**config.mk**
```make
export PLATFORM = sky130hd
export DESIGN_NAME = serial_bit_table_poller_unit
export DESIGN_NICKNAME = d
export VERILOG_FILES = /design/src/sv/sbtp_pkg.sv /design/src/sv/sbtp_out_buf.sv /design/src/sv/serial_bit_table_poller_unit.sv
export VERILOG_INCLUDE_DIRS = /design/src /design/src/sv
export SDC_FILE = /design/constraint.sdc
export NUM_CORES = 1
export LEC_CHECK = 0
export ABC_AREA = 1
export BUFFER_PORTS_ARGS = -buffer_cell sky130_fd_sc_hd__clkbuf_2
export CORE_AREA = 2 2 160 84
export CTS_BUF_LIST = sky130_fd_sc_hd__clkbuf_4 sky130_fd_sc_hd__clkbuf_8 sky130_fd_sc_hd__clkbuf_16
export CTS_CLUSTER_SIZE = 30
export DETAILED_ROUTE_END_ITERATION = 12
export DIE_AREA = 0 0 162 86
export GPL_ROUTABILITY_DRIVEN = 0
export SYNTH_ARGS = -nofsm -noshare
export SYNTH_HDL_FRONTEND = slang
export SYNTH_HIERARCHICAL = 1
export SYNTH_SLANG_ARGS = --single-unit
export TNS_END_PERCENT = 50
```
**constraint.sdc**
```tcl
create_clock -name clk -period 3.1 [get_ports clk]
set_clock_uncertainty 0.2 [all_clocks]
set_input_delay 0.31 -clock clk [delete_from_list [all_inputs] [get_ports clk]]
set_output_delay 0.31 -clock clk [all_outputs]
set_load 0.005 [all_outputs]
```
**src/sv/serial_bit_table_poller_unit_defines.svh**
```systemverilog
// Assertion macros for the serial bit table poller unit.
`ifndef SERIAL_BIT_TABLE_POLLER_UNIT_DEFINES_SVH
`define SERIAL_BIT_TABLE_POLLER_UNIT_DEFINES_SVH

`ifndef SYNTHESIS
`define SBTP_ASSERT_SAME(lbl, clk, rst_n, ante, cons) \
	lbl: assert property (@(posedge clk) disable iff (!rst_n) (ante) |-> (cons)) \
		else $error("sbtp: same-cycle check failed");
`define SBTP_ASSERT_NEXT(lbl, clk, rst_n, ante, cons) \
	lbl: assert property (@(posedge clk) disable iff (!rst_n) (ante) |=> (cons)) \
		else $error("sbtp: next-cycle check failed");
`else
`define SBTP_ASSERT_SAME(lbl, clk, rst_n, ante, cons)
`define SBTP_ASSERT_NEXT(lbl, clk, rst_n, ante, cons)
`endif

`endif

```
**src/sv/sbtp_pkg.sv**
```systemverilog
package sbtp_pkg;

	localparam int unsigned SW_TBL_W = 36;
	localparam logic [35:0] SW_TBL_RST = 36'd161;

	localparam logic [7:0] CMD_READ   = 8'hDD;
	localparam logic [7:0] CMD_WRITE0 = 8'hEE;
	localparam logic [7:0] CMD_WRITE1 = 8'hFF;

	localparam logic KIND_TX     = 1'b0;
	localparam logic KIND_REPORT = 1'b1;

	localparam logic REQ_TICK = 1'b0;
	localparam logic REQ_BYTE = 1'b1;

	typedef struct packed {
		logic       kind;
		logic [7:0] tx_byte;
		logic       tx_last;
		logic [6:0] sig_index;
		logic       sig_bit;
		logic       accepted;
	} res_t;

endpackage

```
**src/sv/sbtp_out_buf.sv**
```systemverilog
module sbtp_out_buf (
	input  logic             clk,
	input  logic             arst_n,
	input  logic             load,
	input  logic             two,
	input  sbtp_pkg::res_t   first,
	input  sbtp_pkg::res_t   second,
	output logic             free,
	output logic             valid,
	input  logic             stall,
	output sbtp_pkg::res_t   res
);
	import sbtp_pkg::*;

	logic valid_q;
	logic has_next_q;
	res_t res_q;
	res_t next_q;
	logic take;

	assign take  = valid_q && !stall;
	assign free  = !valid_q || (take && !has_next_q);
	assign valid = valid_q;
	assign res   = res_q;

	always_ff @(posedge clk or negedge arst_n) begin
		if (!arst_n) begin
			valid_q    <= 1'b0;
			has_next_q <= 1'b0;
		end else if (load) begin
			valid_q    <= 1'b1;
			has_next_q <= two;
		end else if (take) begin
			if (has_next_q) begin
				has_next_q <= 1'b0;
			end else begin
				valid_q <= 1'b0;
			end
		end
	end

	always_ff @(posedge clk) begin
		if (load) begin
			res_q  <= first;
			next_q <= second;
		end else if (take && has_next_q) begin
			res_q <= next_q;
		end
	end

endmodule

```
**src/sv/serial_bit_table_poller_unit.sv**
```systemverilog
// channel   | valid / stall          | payload
// request   | req_valid / req_stall  | req_type, rx_byte
// result    | res_valid / res_stall  | out_kind, tx_byte, tx_last, sig_index, sig_bit, accepted
// config    | cfg_we                 | cfg_wdata (switch table)
//
// A request is registered, then decoded into the result buffer.
// A timer tick yields two transmit bytes; a received byte yields one report.
// A new request is loaded as the last result leaves the buffer, unless stalled.
// Reset clears the pass state and the signal mirror; switch table resets to 161.
// res_stall holds the result buffer and backs up into req_stall.
module serial_bit_table_poller_unit #(
	parameter int unsigned NUM_SIGNALS  = 66,
	parameter int unsigned NUM_SWITCHES = 36
) (
	input  logic                           clk,
	input  logic                           arst_n,
	input  logic                           cfg_we,
	input  logic [sbtp_pkg::SW_TBL_W-1:0]  cfg_wdata,
	input  logic                           req_valid,
	output logic                           req_stall,
	input  logic                           req_type,
	input  logic [7:0]                     rx_byte,
	output logic                           res_valid,
	input  logic                           res_stall,
	output logic                           out_kind,
	output logic [7:0]                     tx_byte,
	output logic                           tx_last,
	output logic [6:0]                     sig_index,
	output logic                           sig_bit,
	output logic                           accepted
);
	import sbtp_pkg::*;
`include "serial_bit_table_poller_unit_defines.svh"

	localparam logic [6:0] NSIG     = 7'(NUM_SIGNALS);
	localparam logic [6:0] LAST_ADR = 7'(NUM_SIGNALS - 1);
	localparam logic [6:0] NSW      = 7'(NUM_SWITCHES);
	localparam logic [6:0] TBL_LIM  = 7'(SW_TBL_W);

	logic [SW_TBL_W-1:0]    switch_table_q;
	logic [6:0]             next_address_q;
	logic                   write_pass_q;
	logic                   repeat_pending_q;
	logic                   reply_seen_q;
	logic [7:0]             last_command_q;
	logic [6:0]             last_address_q;
	logic [NUM_SIGNALS-1:0] mirror_q;

	logic       valid_s1;
	logic       req_type_s1;
	logic [7:0] rx_byte_s1;

	logic free;
	logic adv;
	logic two;
	res_t first;
	res_t second;
	res_t res;

	logic [6:0] rx_adr;
	logic       rx_ok;
	logic       resend;
	logic       sw_one;
	logic [7:0] new_cmd;

	assign adv       = valid_s1 && free;
	assign req_stall = valid_s1 && !free;

	always_ff @(posedge clk or negedge arst_n) begin
		if (!arst_n) begin
			valid_s1 <= 1'b0;
		end else if (!valid_s1 || adv) begin
			valid_s1 <= req_valid;
		end
	end

	always_ff @(posedge clk) begin
		if (req_valid && !req_stall) begin
			req_type_s1 <= req_type;
			rx_byte_s1  <= rx_byte;
		end
	end

	always_ff @(posedge clk or negedge arst_n) begin
		if (!arst_n) begin
			switch_table_q <= SW_TBL_RST;
		end else if (cfg_we) begin
			switch_table_q <= cfg_wdata;
		end
	end

	assign rx_adr = rx_byte_s1[6:0];
	assign rx_ok  = rx_adr < NSIG;
	assign resend = repeat_pending_q && !reply_seen_q;
	assign sw_one = (next_address_q < NSW) && (next_address_q < TBL_LIM)
		&& switch_table_q[next_address_q[5:0]];
	assign new_cmd = !write_pass_q ? CMD_READ : (sw_one ? CMD_WRITE1 : CMD_WRITE0);

	always_comb begin
		first  = '0;
		second = '0;
		two    = 1'b1;
		first.kind  = KIND_TX;
		second.kind = KIND_TX;
		second.tx_last = 1'b1;
		case (req_type_s1)
			REQ_BYTE: begin
				two              = 1'b0;
				first.kind       = KIND_REPORT;
				first.sig_index  = rx_adr;
				first.sig_bit    = rx_byte_s1[7];
				first.accepted   = rx_ok;
			end
			REQ_TICK: begin
				if (resend) begin
					first.tx_byte  = last_command_q;
					second.tx_byte = {1'b0, last_address_q};
				end else begin
					first.tx_byte  = new_cmd;
					second.tx_byte = {1'b0, next_address_q};
				end
			end
			default: begin
				two = 1'b0;
			end
		endcase
	end

	always_ff @(posedge clk or negedge arst_n) begin
		if (!arst_n) begin
			next_address_q   <= '0;
			write_pass_q     <= 1'b0;
			repeat_pending_q <= 1'b0;
			reply_seen_q     <= 1'b0;
			last_command_q   <= '0;
			last_address_q   <= '0;
			mirror_q         <= '0;
		end else if (adv) begin
			if (req_type_s1 == REQ_BYTE) begin
				reply_seen_q <= 1'b1;
				if (rx_ok) begin
					mirror_q[rx_adr] <= rx_byte_s1[7];
				end
			end else if (!resend) begin
				if (!write_pass_q) begin
					repeat_pending_q <= 1'b1;
					reply_seen_q     <= 1'b0;
				end else begin
					repeat_pending_q <= 1'b0;
				end
				last_command_q <= new_cmd;
				last_address_q <= next_address_q;
				if (next_address_q < LAST_ADR) begin
					next_address_q <= next_address_q + 7'd1;
				end else begin
					next_address_q <= '0;
					write_pass_q   <= !write_pass_q;
				end
			end
		end
	end

	sbtp_out_buf u_out_buf (
		.clk    (clk),
		.arst_n (arst_n),
		.load   (adv),
		.two    (two),
		.first  (first),
		.second (second),
		.free   (free),
		.valid  (res_valid),
		.stall  (res_stall),
		.res    (res)
	);

	assign out_kind  = res.kind;
	assign tx_byte   = res.tx_byte;
	assign tx_last   = res.tx_last;
	assign sig_index = res.sig_index;
	assign sig_bit   = res.sig_bit;
	assign accepted  = res.accepted;

	`SBTP_ASSERT_SAME(a_mirror_match, clk, arst_n, res_valid && accepted, mirror_q[sig_index] == sig_bit)
	`SBTP_ASSERT_SAME(a_accept_range, clk, arst_n, res_valid && accepted, (out_kind == KIND_REPORT) && (sig_index < NSIG))
	`SBTP_ASSERT_NEXT(a_addr_follows, clk, arst_n, res_valid && !res_stall && (out_kind == KIND_TX) && !tx_last, res_valid && (out_kind == KIND_TX) && tx_last)

endmodule
```
Word level (Yosys, flattened, before mapping)
Index checks and enable logic that the tools add are counted.
{"block": "totals", "ff_bits": 100, "in_bits": 50, "output_inout_bits": 21, "word_cells": 77}
{"block": "classes", "n_addsub": 1, "magnitude_cmp": 4, "n_eq_ne": 3, "mux": 22, "bitwise": 3, "n_reduce_logical": 25}
{"cell": "19-bit 2-to-1 mux", "n": 2}
{"cell": "8-bit 2-to-1 mux", "n": 2}
{"cell": "7-bit < comparator, second input constant", "n": 2}
{"cell": "7-bit 2-to-1 mux", "n": 2}
{"cell": "1-bit 2-to-1 mux", "n": 12}
{"cell": "9-bit 2-to-1 mux", "n": 1}
{"cell": "1-bit logical AND", "n": 8}
{"cell": "1-bit logical NOT", "n": 8}
{"cell": "7-bit by 1-bit adder with 7-bit output, second input constant", "n": 1}
{"cell": "6-bit by 7-bit < comparator with 1-bit output, second input constant", "n": 1}
{"cell": "7-bit by 6-bit < comparator with 1-bit output, second input constant", "n": 1}
{"cell": "1-bit binary-select mux with 6-bit select", "n": 1}
{"cell": "6-bit 2-to-1 mux", "n": 1}
{"cell": "3-bit AND reduction", "n": 2}
{"cell": "5-bit 2-to-1 mux", "n": 1}
{"cell": "2-bit inequality test, second input constant", "n": 2}
{"cell": "2-bit AND reduction", "n": 2}
{"cell": "4-bit AND reduction", "n": 1}
{"cell": "2-bit nonzero test", "n": 2}
{"cell": "1-bit NOT", "n": 3}
{"cell": "1-bit logical OR", "n": 2}
{"cell": "2-bit by 1-bit inequality test with 1-bit output, second input constant", "n": 1}

Depth between registers and ports, before layout
Gate-level depths: netlist of run 1.
{"block": "depth", "word_depth": 8, "mapped_depth": 18, "ltp_nobuf": 16}

By module
Netlist of run 1, hierarchy kept.
{"mod": "serial_bit_table_poller_unit", "instances": 1, "cells_each": 411, "area_each_um2": 3429.5, "seq_area_each_um2": 1825.5}
{"mod": "sbtp_out_buf", "instances": 1, "cells_each": 113, "area_each_um2": 1490.2, "seq_area_each_um2": 1191.1}

Worst setup path before layout of run 1
No wires, ideal clock.
{"block": "synth_timing", "kind": "register to register", "from": "register u_out_buf.has_next_q", "to": "register u_out_buf.res_q, in the netlist u_out_buf/res[0] (enable)", "setup_ps": 376, "arrival_ps": 1968, "t_required_ps": 2524, "path_slack_ps": 556, "stages_incl_launch_ff": 7, "n_path_buf": 1, "period_less_slack_ps": 2544, "cell_sequence": "dfrtp_1 > o21ai_0 > nand2_1 > inv_1 > inv_2 > buf_6 > nand2_1"}
{"block": "synth_between", "elab_chain_cells": 5, "word_cells_on_any_way": 6, "cone_classes": "6 x reduce/logical"}
{"element": "from (decl)", "line_no": "sbtp_out_buf.sv:16", "text": "logic has_next_q;"}
{"element": "from (signal assigned)", "line_no": "sbtp_out_buf.sv:32", "text": "has_next_q <= two;"}
{"element": "1-bit logical NOT", "line_no": "sbtp_out_buf.sv:22", "text": "assign free = !valid_q || (take && !has_next_q);"}
{"element": "1-bit logical AND", "line_no": "sbtp_out_buf.sv:22"}
{"element": "1-bit logical OR", "line_no": "sbtp_out_buf.sv:22"}
{"element": "named net free", "line_no": "serial_bit_table_poller_unit.sv:53", "text": "logic free;"}
{"element": "1-bit logical AND", "line_no": "serial_bit_table_poller_unit.sv:66", "text": "assign adv = valid_s1 && free;"}
{"element": "named net adv", "line_no": "serial_bit_table_poller_unit.sv:54", "text": "logic adv;"}
{"element": "2-bit nonzero test (no source line)"}
{"element": "to (signal assigned)", "line_no": "sbtp_out_buf.sv:44", "text": "res_q <= first;"}
{"element": "to (signal assigned)", "line_no": "sbtp_out_buf.sv:47", "text": "res_q <= next_q;"}
{"element": "to (decl)", "line_no": "sbtp_out_buf.sv:17", "text": "res_t res_q;"}
The timed path passes the listed nets, and every way through them passes these cells.
A chain may end at the register's enable or synchronous reset.

==> summary.md, run 1 <==
| Metric | Value |
|---|---|
| Total GRT Usage | `16.2%` |
| Max VDD drop | `341 uV` |
| Startpoint of the lowest-slack register-to-register path | `next_address_q[1]$_DFFE_PN0P_` |
| Final Setup Violations | `0` |
| Internal reg-to-reg setup slack | `0.64 ns` |
| Maximum level of the CTS H-tree | `3` |
| Max Buffers Root-to-Sink | `2` |
| Post-CTS setup-driven buffer insertion count | `0` |
| IO buf count | `70` |
| Floorplan die area | `13900 um^2` |
| Number of cells traversed by the worst hold path | `3` |
| Num CTS Buffers | `9` |
| Design Power | `5120 uW` |
| Reg-to-reg critical path endpoint | `u_out_buf/res[10]$_DFFE_PP_` |
| Post-synthesis to final-layout area growth | `25.9%` |
| Minimum clock period after layout | `2.46 ns` |
| Via total after detailed routing | `3715` |
| Worst max-slew margin expressed relative to the limit | `41.4%` |
| Element type at the critical path start | `flop` |
| Worst slack on hold paths | `0.0109 ns` |
| Master cell of the clock root buffer | `clkbuf_16` |
| Final cycle utilization of the critical path | `79.3%` |
| Clock net sink count | `111` |
| Post-synthesis cell area | `4920 um^2` |
| DRT iter0 DRCs | `306` |
| Worst Setup Path Type | `flop to flop` |
| Most frequent standard cell in the layout excluding fill and tap cells | `nand2_1` |
| Pre-CTS setup slack | `0.695 ns` |
| Number of pins exceeding their max-slew limit in the final report | `0` |
| Power density cells | `827 nW/um^2` |
| Slew at the pin with the worst max-slew slack | `0.878 ns` |
| Overall die width | `162 um` |
| Average detailed-routed wire length per instance | `13.0 um` |
| Std-Cell Rows | `29` |
| Unrepaired setup endpoints after global routing | `false` |
| Dominant cell type by area after synthesis | `dfrtp_1` |
| Leading cell types in the layout, fill and taps excluded | `nand2_1 (179), clkbuf_2 (70), inv_1 (66), dfrtp_1 (61), o21ai_0 (56)` |
| Number of global-route vias before repair | `3508` |
| Largest cells by area after synthesis | `dfrtp_1 (31%), edfxtp_1 (29%), nand2_1 (14%)` |
| Remaining routing DRC violations | `0` |
| Total Neg Setup Slack | `0 ns` |
| Overall routed net length | `10700 um` |
| Register bit count reported by yosys | `111` |
| Leakage dissipation | `0.00301 uW` |
| Number of fillers in the final layout | `1148` |
| Outcome | `finished clean` |
| Area share of the largest cell type after synthesis | `31.0%` |
| Average via count per standard cell | `4.54` |
| Fin. Hold Viols | `0` |
| Largest net degree at the start of global routing | `49` |
| Critical Path Fanout Max | `13` |
| Cells after Synth | `524` |
| Synthesis Warnings | `6` |
| MaxCap Viol Count | `0` |
| Part of the Yosys area used for sequential elements | `61.3%` |
| Detailed-routing iteration count for the pre-antenna-repair pass | `5` |
| Antenna violations before repair | `0` |
| Share of final-layout standard cells stronger than drive strength 1 | `17.9%` |
| Minimum setup slack in the final design | `0.640 ns` |
| Antenna fix cells | `0` |
| Post-synthesis cell type count | `34` |
| Mean instance size in the synthesized netlist | `9.39 um^2` |
| Grt ovf | `0` |
| Clock-pin slew reported for the worst setup and hold paths after clock tree synthesis | `0.07 ns` |
| Wire length of the first global-routing pass | `17600 um` |
| CP arrival | `2.36 ns` |
| End point of the most critical hold path | `switch_table_q[27]$_DFFE_PN0P_` |
| Resized Gates After CTS | `0` |
| Critical Path Sink Type | `flop` |
| ANT nets after route | `0` |
| Hold Path Class | `input pin to flop` |
| HP Start | `cfg_wdata[27]` |
| Count of nets after finishing | `695` |
| Num ports | `71` |
| Core ar. | `12400 um^2` |
| Endpoint required time on the critical path | `3.00 ns` |
| Die height | `86 um` |
| Achievable frequency | `407 MHz` |
| TritonCTS clock tree | `built` |
| Initial Utilization | `39.6%` |
| R2r worst-path depth | `15` |
| Clock network latency to the later pin of the worst-skew pair | `0.34 ns` |
| Dpl hpwl | `7410 um` |
routing by layer:
| metal | vias up | global-route usage (%) | wire length, um |
|---|---|---|---|
| met4 | 0 | 4.10 | 96 |
| met1 | 1714 | 25.0 | 5550 |
| met3 | 7 | 4.21 | 672 |
| li1 | 1891 | - | - |
| met2 | 103 | 22.6 | 4350 |
| met5 | - | 0 | 0 |
layout make-up:
| type | instances | area, um^2 | share of cell area (%) |
|---|---|---|---|
| clock buffer | 11 | 246 | 3.98 |
| multi-input combinational | 333 | 1520 | 24.6 |
| inverter | 69 | 264 | 4.26 |
| tap | 170 | 213 | 3.43 |
| sequential | 111 | 3020 | 48.7 |
| clock inverter | 5 | 80.1 | 1.29 |
| timing repair buffer | 120 | 851 | 13.7 |
state kept, by name, indices dropped and copies added, names as in the netlist, 7 cells and up:
| signal | count |
|---|---|
| next_address_q | 7 |
| last_command_q | 8 |
| u_out_buf/res | 19 |
| u_out_buf/next_q | 19 |
| last_address_q | 7 |
| switch_table_q | 36 |
| rx_byte_s1 | 8 |
critical path: stages, from the launching register on:
cell     delay [ns]
dfrtp_1        0.68
inv_1          0.34
nand3_1        0.18
nand2_1        0.06
nand2_1        0.05
nand2_1        0.05
nor2_1         0.11
nor2_1         0.06
nand2_1        0.05
nand2_1        0.05
nand2_2        0.08
nand3_1        0.07
nand2_1        0.06
inv_1          0.05
nand2_1        0.06
nand2_1        0.05
how the worst max path moves through the flow:
stage                                     startpoint  slack (ns)                          end
floorplan           u_out_buf/has_next_q$_DFFE_PN0P_        0.56   u_out_buf/res[0]$_DFFE_PP_
global placement       next_address_q[0]$_DFFE_PN0P_        0.75  u_out_buf/res[14]$_DFFE_PP_
detailed placement     next_address_q[0]$_DFFE_PN0P_        0.70  u_out_buf/res[10]$_DFFE_PP_
CTS                    next_address_q[0]$_DFFE_PN0P_        0.67  u_out_buf/res[10]$_DFFE_PP_
global route           next_address_q[0]$_DFFE_PN0P_        0.32  u_out_buf/res[14]$_DFFE_PP_
finish                 next_address_q[1]$_DFFE_PN0P_        0.64  u_out_buf/res[10]$_DFFE_PP_
cells by family after synthesis:
group,synth area share [%]
adders and majority gates,0.254
and+or+nand+nor,19.9
AOI/OAI and AO/OA,8.75
buffers and inverters,8.55
xor gates and xnor gates,0.178
DFF,61.3
other,0.153
muxes,0.915
cell usage after synthesis:
cell type	instances
a21oi_1	17
buf_2	2
buf_4	5
buf_6	5
buf_8	1
clkbuf_1	8
clkbuf_4	1
conb_1	2
dfrtp_1	61
dfstp_2	3
edfxtp_1	47
ha_1	1
inv_1	66
inv_2	2
inv_6	1
mux2_2	4
nand2_1	179
nand2_2	5
nand3_1	19
nand3_2	2
nand4_1	1
nor2_1	14
nor2_2	1
nor2_4	2
nor3_1	4
nor3b_1	2
nor4_1	1
o211ai_1	2
o21a_1	1
o21ai_0	56
o21bai_1	2
o41ai_4	1
or2_2	5
xor2_1	1
per-stage QoR:
stage | utilization, % | instance area, um^2 | std cells
final | 49.9 | 6190 | 819
after global routing | 49.9 | 6190 | 819
after CTS | 49.9 | 6190 | 819
after detailed placement | 43.7 | 5420 | 758
after global placement | 43.7 | 5420 | 758
after floorplan | - | 4960 | 535
power by group:
| part | internal, uW | switching (uW) |
|---|---|---|
| Combinational | 554 | 991 |
| Sequential | 2060 | 272 |
| Clock | 740 | 504 |
what timing repair did:
item                                    4_1_cts  5_1_grt
hold endpoints to repair                     73        0
endpoints found under the setup margin        0        0
hold buffers                                 45        0
Note: power is estimated with default switching activity, not from simulation.
==> run 2: changes to the inputs <==
clock period = 2.3 ns   (was 3.1 ns; I/O delays follow)
==> run 2 against run 1 <==
Non-clock buffer count is 16 higher. Via count rose by 0.38%. Highest routed layer unchanged. Largest power group unchanged. Worst hold slack improved by 0.0012 ns. Critical path type unchanged. Sequential cell count stayed put. Combinational power grew 55%.
==> summary.md, run 2 (synthesized netlist as in run 1, its figures left out) <==
| Metric | Value |
|---|---|
| Detailed-routing iteration count for the pre-antenna-repair pass | `4` |
| Hold Path Class | `input pin to flop` |
| Element type at the critical path start | `flop` |
| Leakage dissipation | `0.00306 uW` |
| Std-Cell Rows | `29` |
| Cell with the largest stage delay on the worst path | `dfrtp_1` |
| Leading cell types in the layout, fill and taps excluded | `nand2_1 (178), clkbuf_2 (70), inv_1 (64), dfrtp_1 (60), o21ai_0 (55)` |
| Power density cells | `1100 nW/um^2` |
| Family with the most delay on the worst path | `simple AND/OR/NAND/NOR gates` |
| Cell total after placement | `769` |
| Total Neg Setup Slack | `0 ns` |
| Average via count per standard cell | `4.46` |
| Clock-pin slew reported for the worst setup and hold paths after clock tree synthesis | `0.07 ns` |
| Largest register by flop count | `switch_table_q` |
| Critical Path Sink Type | `flop` |
| Grt ovf | `0` |
| MaxCap Viol Count | `0` |
| Antenna fix cells | `0` |
| Outcome | `finished clean` |
| Master cell of the clock root buffer | `clkbuf_16` |
| Initial Utilization | `39.6%` |
| Via total after detailed routing | `3729` |
| Antenna violations before repair | `0` |
| Maximum level of the CTS H-tree | `3` |
| Total GRT Usage | `15.5%` |
| Unrepaired setup endpoints after global routing | `false` |
| Overall routed net length | `10400 um` |
| Remaining routing DRC violations | `0` |
| Critical Path Fanout Max | `19` |
| TritonCTS clock tree | `built` |
| Count of nets after finishing | `712` |
| Floorplan die area | `13900 um^2` |
| Max VDD drop | `519 uV` |
| Minimum clock period after layout | `2.13 ns` |
| Num CTS Buffers | `9` |
| Slew at the pin with the worst max-slew slack | `0.529 ns` |
| Share of final-layout standard cells stronger than drive strength 1 | `20.3%` |
| Final cycle utilization of the critical path | `92.8%` |
| Worst max-slew margin expressed relative to the limit | `64.7%` |
| Overall die width | `162 um` |
| Global routing met3 resource utilization | `3.68%` |
| DRT iter0 DRCs | `184` |
| Core ar. | `12400 um^2` |
| Dpl hpwl | `7160 um` |
| Clock net sink count | `111` |
| Num ports | `71` |
| GR met1 Demand/Resource | `22.9%` |
| CP arrival | `2.04 ns` |
| Largest net degree at the start of global routing | `65` |
| IO buf count | `70` |
| Achievable frequency | `468 MHz` |
| Max Buffers Root-to-Sink | `2` |
| Die height | `86 um` |
| Fin. Hold Viols | `0` |
| Most frequent standard cell in the layout excluding fill and tap cells | `nand2_1` |
| Most heavily used metal layer in global routing | `met2` |
| ANT nets after route | `0` |
| Number of pins exceeding their max-slew limit in the final report | `0` |
| Post-synthesis to final-layout area growth | `28.6%` |
| Number of flip-flops under the largest register name | `36` |
| Cell-by-cell trace of the critical path | `buf_12 > inv_8 > nand2_1 > nand3_1 > nand2_1 > nand2_1 > nand2_1 > nor2_2 > nor2_1 > nand2_1 > nand2_1 > nand2_2 > nand3_1 > nand2_1 > inv_1 > nand2_1 > nand2_1` |
| Endpoint required time on the critical path | `2.21 ns` |
| Average detailed-routed wire length per instance | `12.4 um` |
| Number of global-route vias before repair | `3591` |
| Max incr delay on CP | `0.41 ns` |
| Global Route met2 Usage | `23.1%` |
| Worst Setup Path Type | `flop to flop` |
| Clock network latency to the later pin of the worst-skew pair | `0.34 ns` |
| Non-filler instance count after layout | `836` |
| Final Setup Violations | `0` |
| Total buffers and inverters traversed by the critical path | `3` |
| Critical Path Most Common Cell | `nand2_1` |
| Wire length of the first global-routing pass | `17100 um` |
## run 2: worst paths after layout
kind,start,endpoint,slack [ns],cells past startpoint
max,next_address_q[0]$_DFFE_PN0P_,u_out_buf/res[10]$_DFFE_PP_,0.17,17
min,res_stall,u_out_buf/has_next_q$_DFFE_PN0P_,0.01,5
max reg2reg,next_address_q[0]$_DFFE_PN0P_,u_out_buf/res[10]$_DFFE_PP_,0.17,17
min reg2reg,last_command_q[7]$_DFFE_PN0P_,last_command_q[7]$_DFFE_PN0P_,0.27,1
max in group asynchronous,arst_n,switch_table_q[0]$_DFFE_PN1P_,1.34,3
min in group asynchronous,arst_n,switch_table_q[12]$_DFFE_PN0P_,0.23,3
## run 2: repair_timing
item / in CTS / in global routing
buffers inserted: 0 / 2
hold buffers: 47 / 1
endpoints found under the hold margin: 107 / 1
resized for setup: 0 / 6
setup endpoints to repair: 0 / 4
## run 2: layout make-up
cell class	instances	area, um^2
flip-flops and latches	111	3020
repair inverters	1	7.51
clock inverters	7	71.3
well taps	170	213
repair buffers	136	991
fillers	1152	6080
inverters	69	274
multi-input cells	333	1530
clock buffers	9	225
## run 2: through the flow
| stage | setup slack, ns | hold slack [ns] | utilization, % | total power [uW] | instance area, um^2 |
|---|---|---|---|---|---|
| global placement | 0.136 | 0.0700 | 44.5 | 5300 | 5520 |
| detailed placement | 0.114 | 0.0850 | 44.5 | 5350 | 5520 |
| CTS | 0.0985 | 0.00226 | 50.7 | 6970 | 6290 |
| finish | 0.165 | 0.0120 | 51.0 | 6980 | 6330 |
| floorplan | 0.146 | -0.266 | - | 4630 | 4970 |
| global route | 0.00723 | 0.0495 | 51.0 | 7490 | 6330 |
## run 2: routing by layer
layer | wire, um | share of wire (%)
met5 | 0 | 0
met4 | 105 | 1.0
met3 | 518 | 5.0
met2 | 4300 | 41
met1 | 5450 | 53
## run 2: where the power goes
group	leakage, uW	internal (uW)	switching [uW]	total, uW
Clock	0.000140	846	695	1540
Combinational	0.00171	897	1500	2400
Sequential	0.00121	2790	248	3030
Total	0.00306	4530	2450	6980
## run 2: worst reg2reg max path: cells and delay by family (launching register included)
kind | cells | cell delay [ns]
and+or+nand+nor | 14 | 0.96
DFF | 1 | 0.41
buffers and inverters | 3 | 0.32
==> run 3: changes to the inputs <==
CORE_AREA = 3 3 161 85   (was 2 2 160 84)
CTS_BUF_LIST = sky130_fd_sc_hd__clkbuf_4   (was sky130_fd_sc_hd__clkbuf_4 sky130_fd_sc_hd__clkbuf_8 sky130_fd_sc_hd__clkbuf_16)
DIE_AREA = 0 0 164 88   (was 0 0 162 86)
SKIP_LAST_GASP = 1   (was unset)
==> run 3 against run 2 <==
Worst hold slack improved by 0.043 ns. Global-route usage fell by 0.54 points. Core utilization decreased by 0.88 points. Largest power group unchanged. Highest routed layer unchanged. Worst setup slack better by 0.0025 ns. Final cell count grew 0.12%. Critical endpoint unchanged. Via count increased by 0.62%. Wire length is 1.9% lower. Clock power fell by 34%. Die area increased by 3.6%. Cell area down 1.4%. Critical path depth stayed put.
==> summary.md, run 3 (synthesized netlist as in run 1, its figures left out) <==
| Metric | Value |
|---|---|
| Number of pins exceeding their max-slew limit in the final report | `0` |
| Average detailed-routed wire length per instance | `12.2 um` |
| Leakage dissipation | `0.00303 uW` |
| Fin. Hold Viols | `0` |
| Worst max-slew margin expressed relative to the limit | `59.2%` |
| Remaining routing DRC violations | `0` |
| Overall die width | `164 um` |
| Initial Utilization | `39.5%` |
| Average via count per standard cell | `4.48` |
| Maximum level of the CTS H-tree | `3` |
| Minimum clock period after layout | `2.13 ns` |
| Count of nets after finishing | `713` |
| Std-Cell Rows | `29` |
| Num ports | `71` |
| Element type at the critical path start | `flop` |
| Total Neg Setup Slack | `0 ns` |
| Final Setup Violations | `0` |
| Via total after detailed routing | `3752` |
| Largest net degree at the start of global routing | `65` |
| Antenna fix cells | `0` |
| Clock network latency to the later pin of the worst-skew pair | `0.48 ns` |
| Antenna violations before repair | `0` |
| MaxCap Viol Count | `0` |
| IO buf count | `70` |
| Pre-CTS setup slack | `0.165 ns` |
| Critical Path Sink Type | `flop` |
| Endpoint required time on the critical path | `2.36 ns` |
| Share of final-layout standard cells stronger than drive strength 1 | `20.5%` |
| Grt ovf | `0` |
| Post-synthesis to final-layout area growth | `26.8%` |
| DRT iter0 DRCs | `316` |
| CP arrival | `2.19 ns` |
| Master cell of the clock root buffer | `clkbuf_4` |
| TritonCTS clock tree | `built` |
| ANT nets after route | `0` |
| Detailed-routing iteration count for the pre-antenna-repair pass | `4` |
| Number of global-route vias before repair | `3585` |
| Number of flip-flops under the largest register name | `36` |
| Max VDD drop | `392 uV` |
| Post-layout util | `50.1%` |
| Critical Path Fanout Max | `8` |
| Achievable frequency | `469 MHz` |
| Slew at the pin with the worst max-slew slack | `0.612 ns` |
| Die height | `88 um` |
| Clock-pin slew reported for the worst setup and hold paths after clock tree synthesis | `0.17 ns` |
| Num CTS Buffers | `9` |
| Worst slack on hold paths | `0.0554 ns` |
| Max Buffers Root-to-Sink | `2` |
| Outcome | `finished clean` |
| Floorplan die area | `14400 um^2` |
| Worst Setup Path Type | `flop to flop` |
| Most frequent standard cell in the layout excluding fill and tap cells | `nand2_1` |
| Number of fillers in the final layout | `1190` |
| Hold Path Class | `input pin to async pin` |
| Largest register by flop count | `switch_table_q` |
| Minimum setup slack in the final design | `0.168 ns` |
| Clock net sink count | `111` |
| Overall routed net length | `10200 um` |
| Core ar. | `12400 um^2` |
| Leading cell types in the layout, fill and taps excluded | `nand2_1 (178), clkbuf_2 (70), inv_1 (64), dfrtp_1 (60), o21ai_0 (56)` |
| Placement-stage cell area | `5510 um^2` |
| Total GRT Usage | `15.0%` |
| Power density cells | `1040 nW/um^2` |
| Final cycle utilization of the critical path | `92.7%` |
| Cell area after layout | `6240 um^2` |
| Wire length of the first global-routing pass | `17100 um` |
| Dpl hpwl | `6470 um` |
## run 3: cell count changes in the layout (fill, tap and decap cells not counted), moves of 2 or more
cell | previous run | this run
clkinvlp_4 | 5 | 3
clkbuf_4 | 0 | 9
clkinv_4 | 0 | 2
clkbuf_16 | 9 | 2
## run 3: cell type report
type / count / area [um^2] / share of cell area, %
clock buffer: 9 / 67.6 / 1.08
tap: 170 / 213 / 3.41
timing repair inverter: 1 / 11.3 / 0.181
timing repair buffer: 137 / 1030 / 16.6
sequential: 111 / 3020 / 48.4
inverter: 69 / 283 / 4.53
multi-input combinational: 333 / 1530 / 24.6
clock inverter: 7 / 80.1 / 1.28
## run 3: worst paths after layout
| check | start | cells after the start | slack (ns) | end |
|---|---|---|---|---|
| hold / removal | arst_n | 3 | 0.06 | u_out_buf/has_next_q$_DFFE_PN0P_ |
| hold reg to reg | last_command_q[6]$_DFFE_PN0P_ | 1 | 0.28 | last_command_q[6]$_DFFE_PN0P_ |
| setup / recovery | next_address_q[0]$_DFFE_PN0P_ | 17 | 0.17 | u_out_buf/res[10]$_DFFE_PP_ |
| max in group asynchronous | arst_n | 3 | 1.49 | switch_table_q[0]$_DFFE_PN1P_ |
| min in group clk | cfg_we | 3 | 0.13 | switch_table_q[0]$_DFFE_PN1P_ |
| setup reg to reg | next_address_q[0]$_DFFE_PN0P_ | 17 | 0.17 | u_out_buf/res[10]$_DFFE_PP_ |
## run 3: critical path, stage by stage (launching register included)
cell     delay (ns)
dfrtp_2        0.50
buf_12         0.18
inv_8          0.08
nand2_1        0.06
nand3_1        0.06
nand2_1        0.07
nand2_1        0.05
nand2_1        0.05
nand2_1        0.05
nand3_1        0.06
nand2_1        0.08
nand2_1        0.06
nand2_2        0.10
nand3_1        0.10
nand2_1        0.07
inv_1          0.04
nand2_1        0.05
nand2_1        0.05
## run 3: routing by layer
layer	vias up	part of all wire, %	GRT usage [%]
li1	1926	-	-
met2	84	43	23.3
met3	9	5.8	3.78
met1	1733	50	21.1
met5	-	0	0
met4	0	0.92	3.91
## run 3: per-stage QoR
| step | total power [uW] | cells |
|---|---|---|
| floorplan | 4630 | 535 |
| global placement | 5270 | 768 |
| detailed placement | 5310 | 768 |
| CTS | 6390 | 832 |
| global route | 7070 | 837 |
| finish | 6510 | 837 |
## run 3: power by group
group | total (uW) | internal [uW] | switching (uW)
Sequential | 3040 | 2780 | 264
Combinational | 2460 | 952 | 1510
Clock | 1010 | 344 | 666
Total | 6510 | 4070 | 2440
## run 3: what timing repair did
| action | CTS | global route |
|---|---|---|
| hold buffers | 48 | 0 |
| hold endpoints to repair | 112 | 0 |
| endpoints found under the setup margin | 0 | 2 |
| setup buffers | 0 | 2 |
| resized for setup | 0 | 8 |
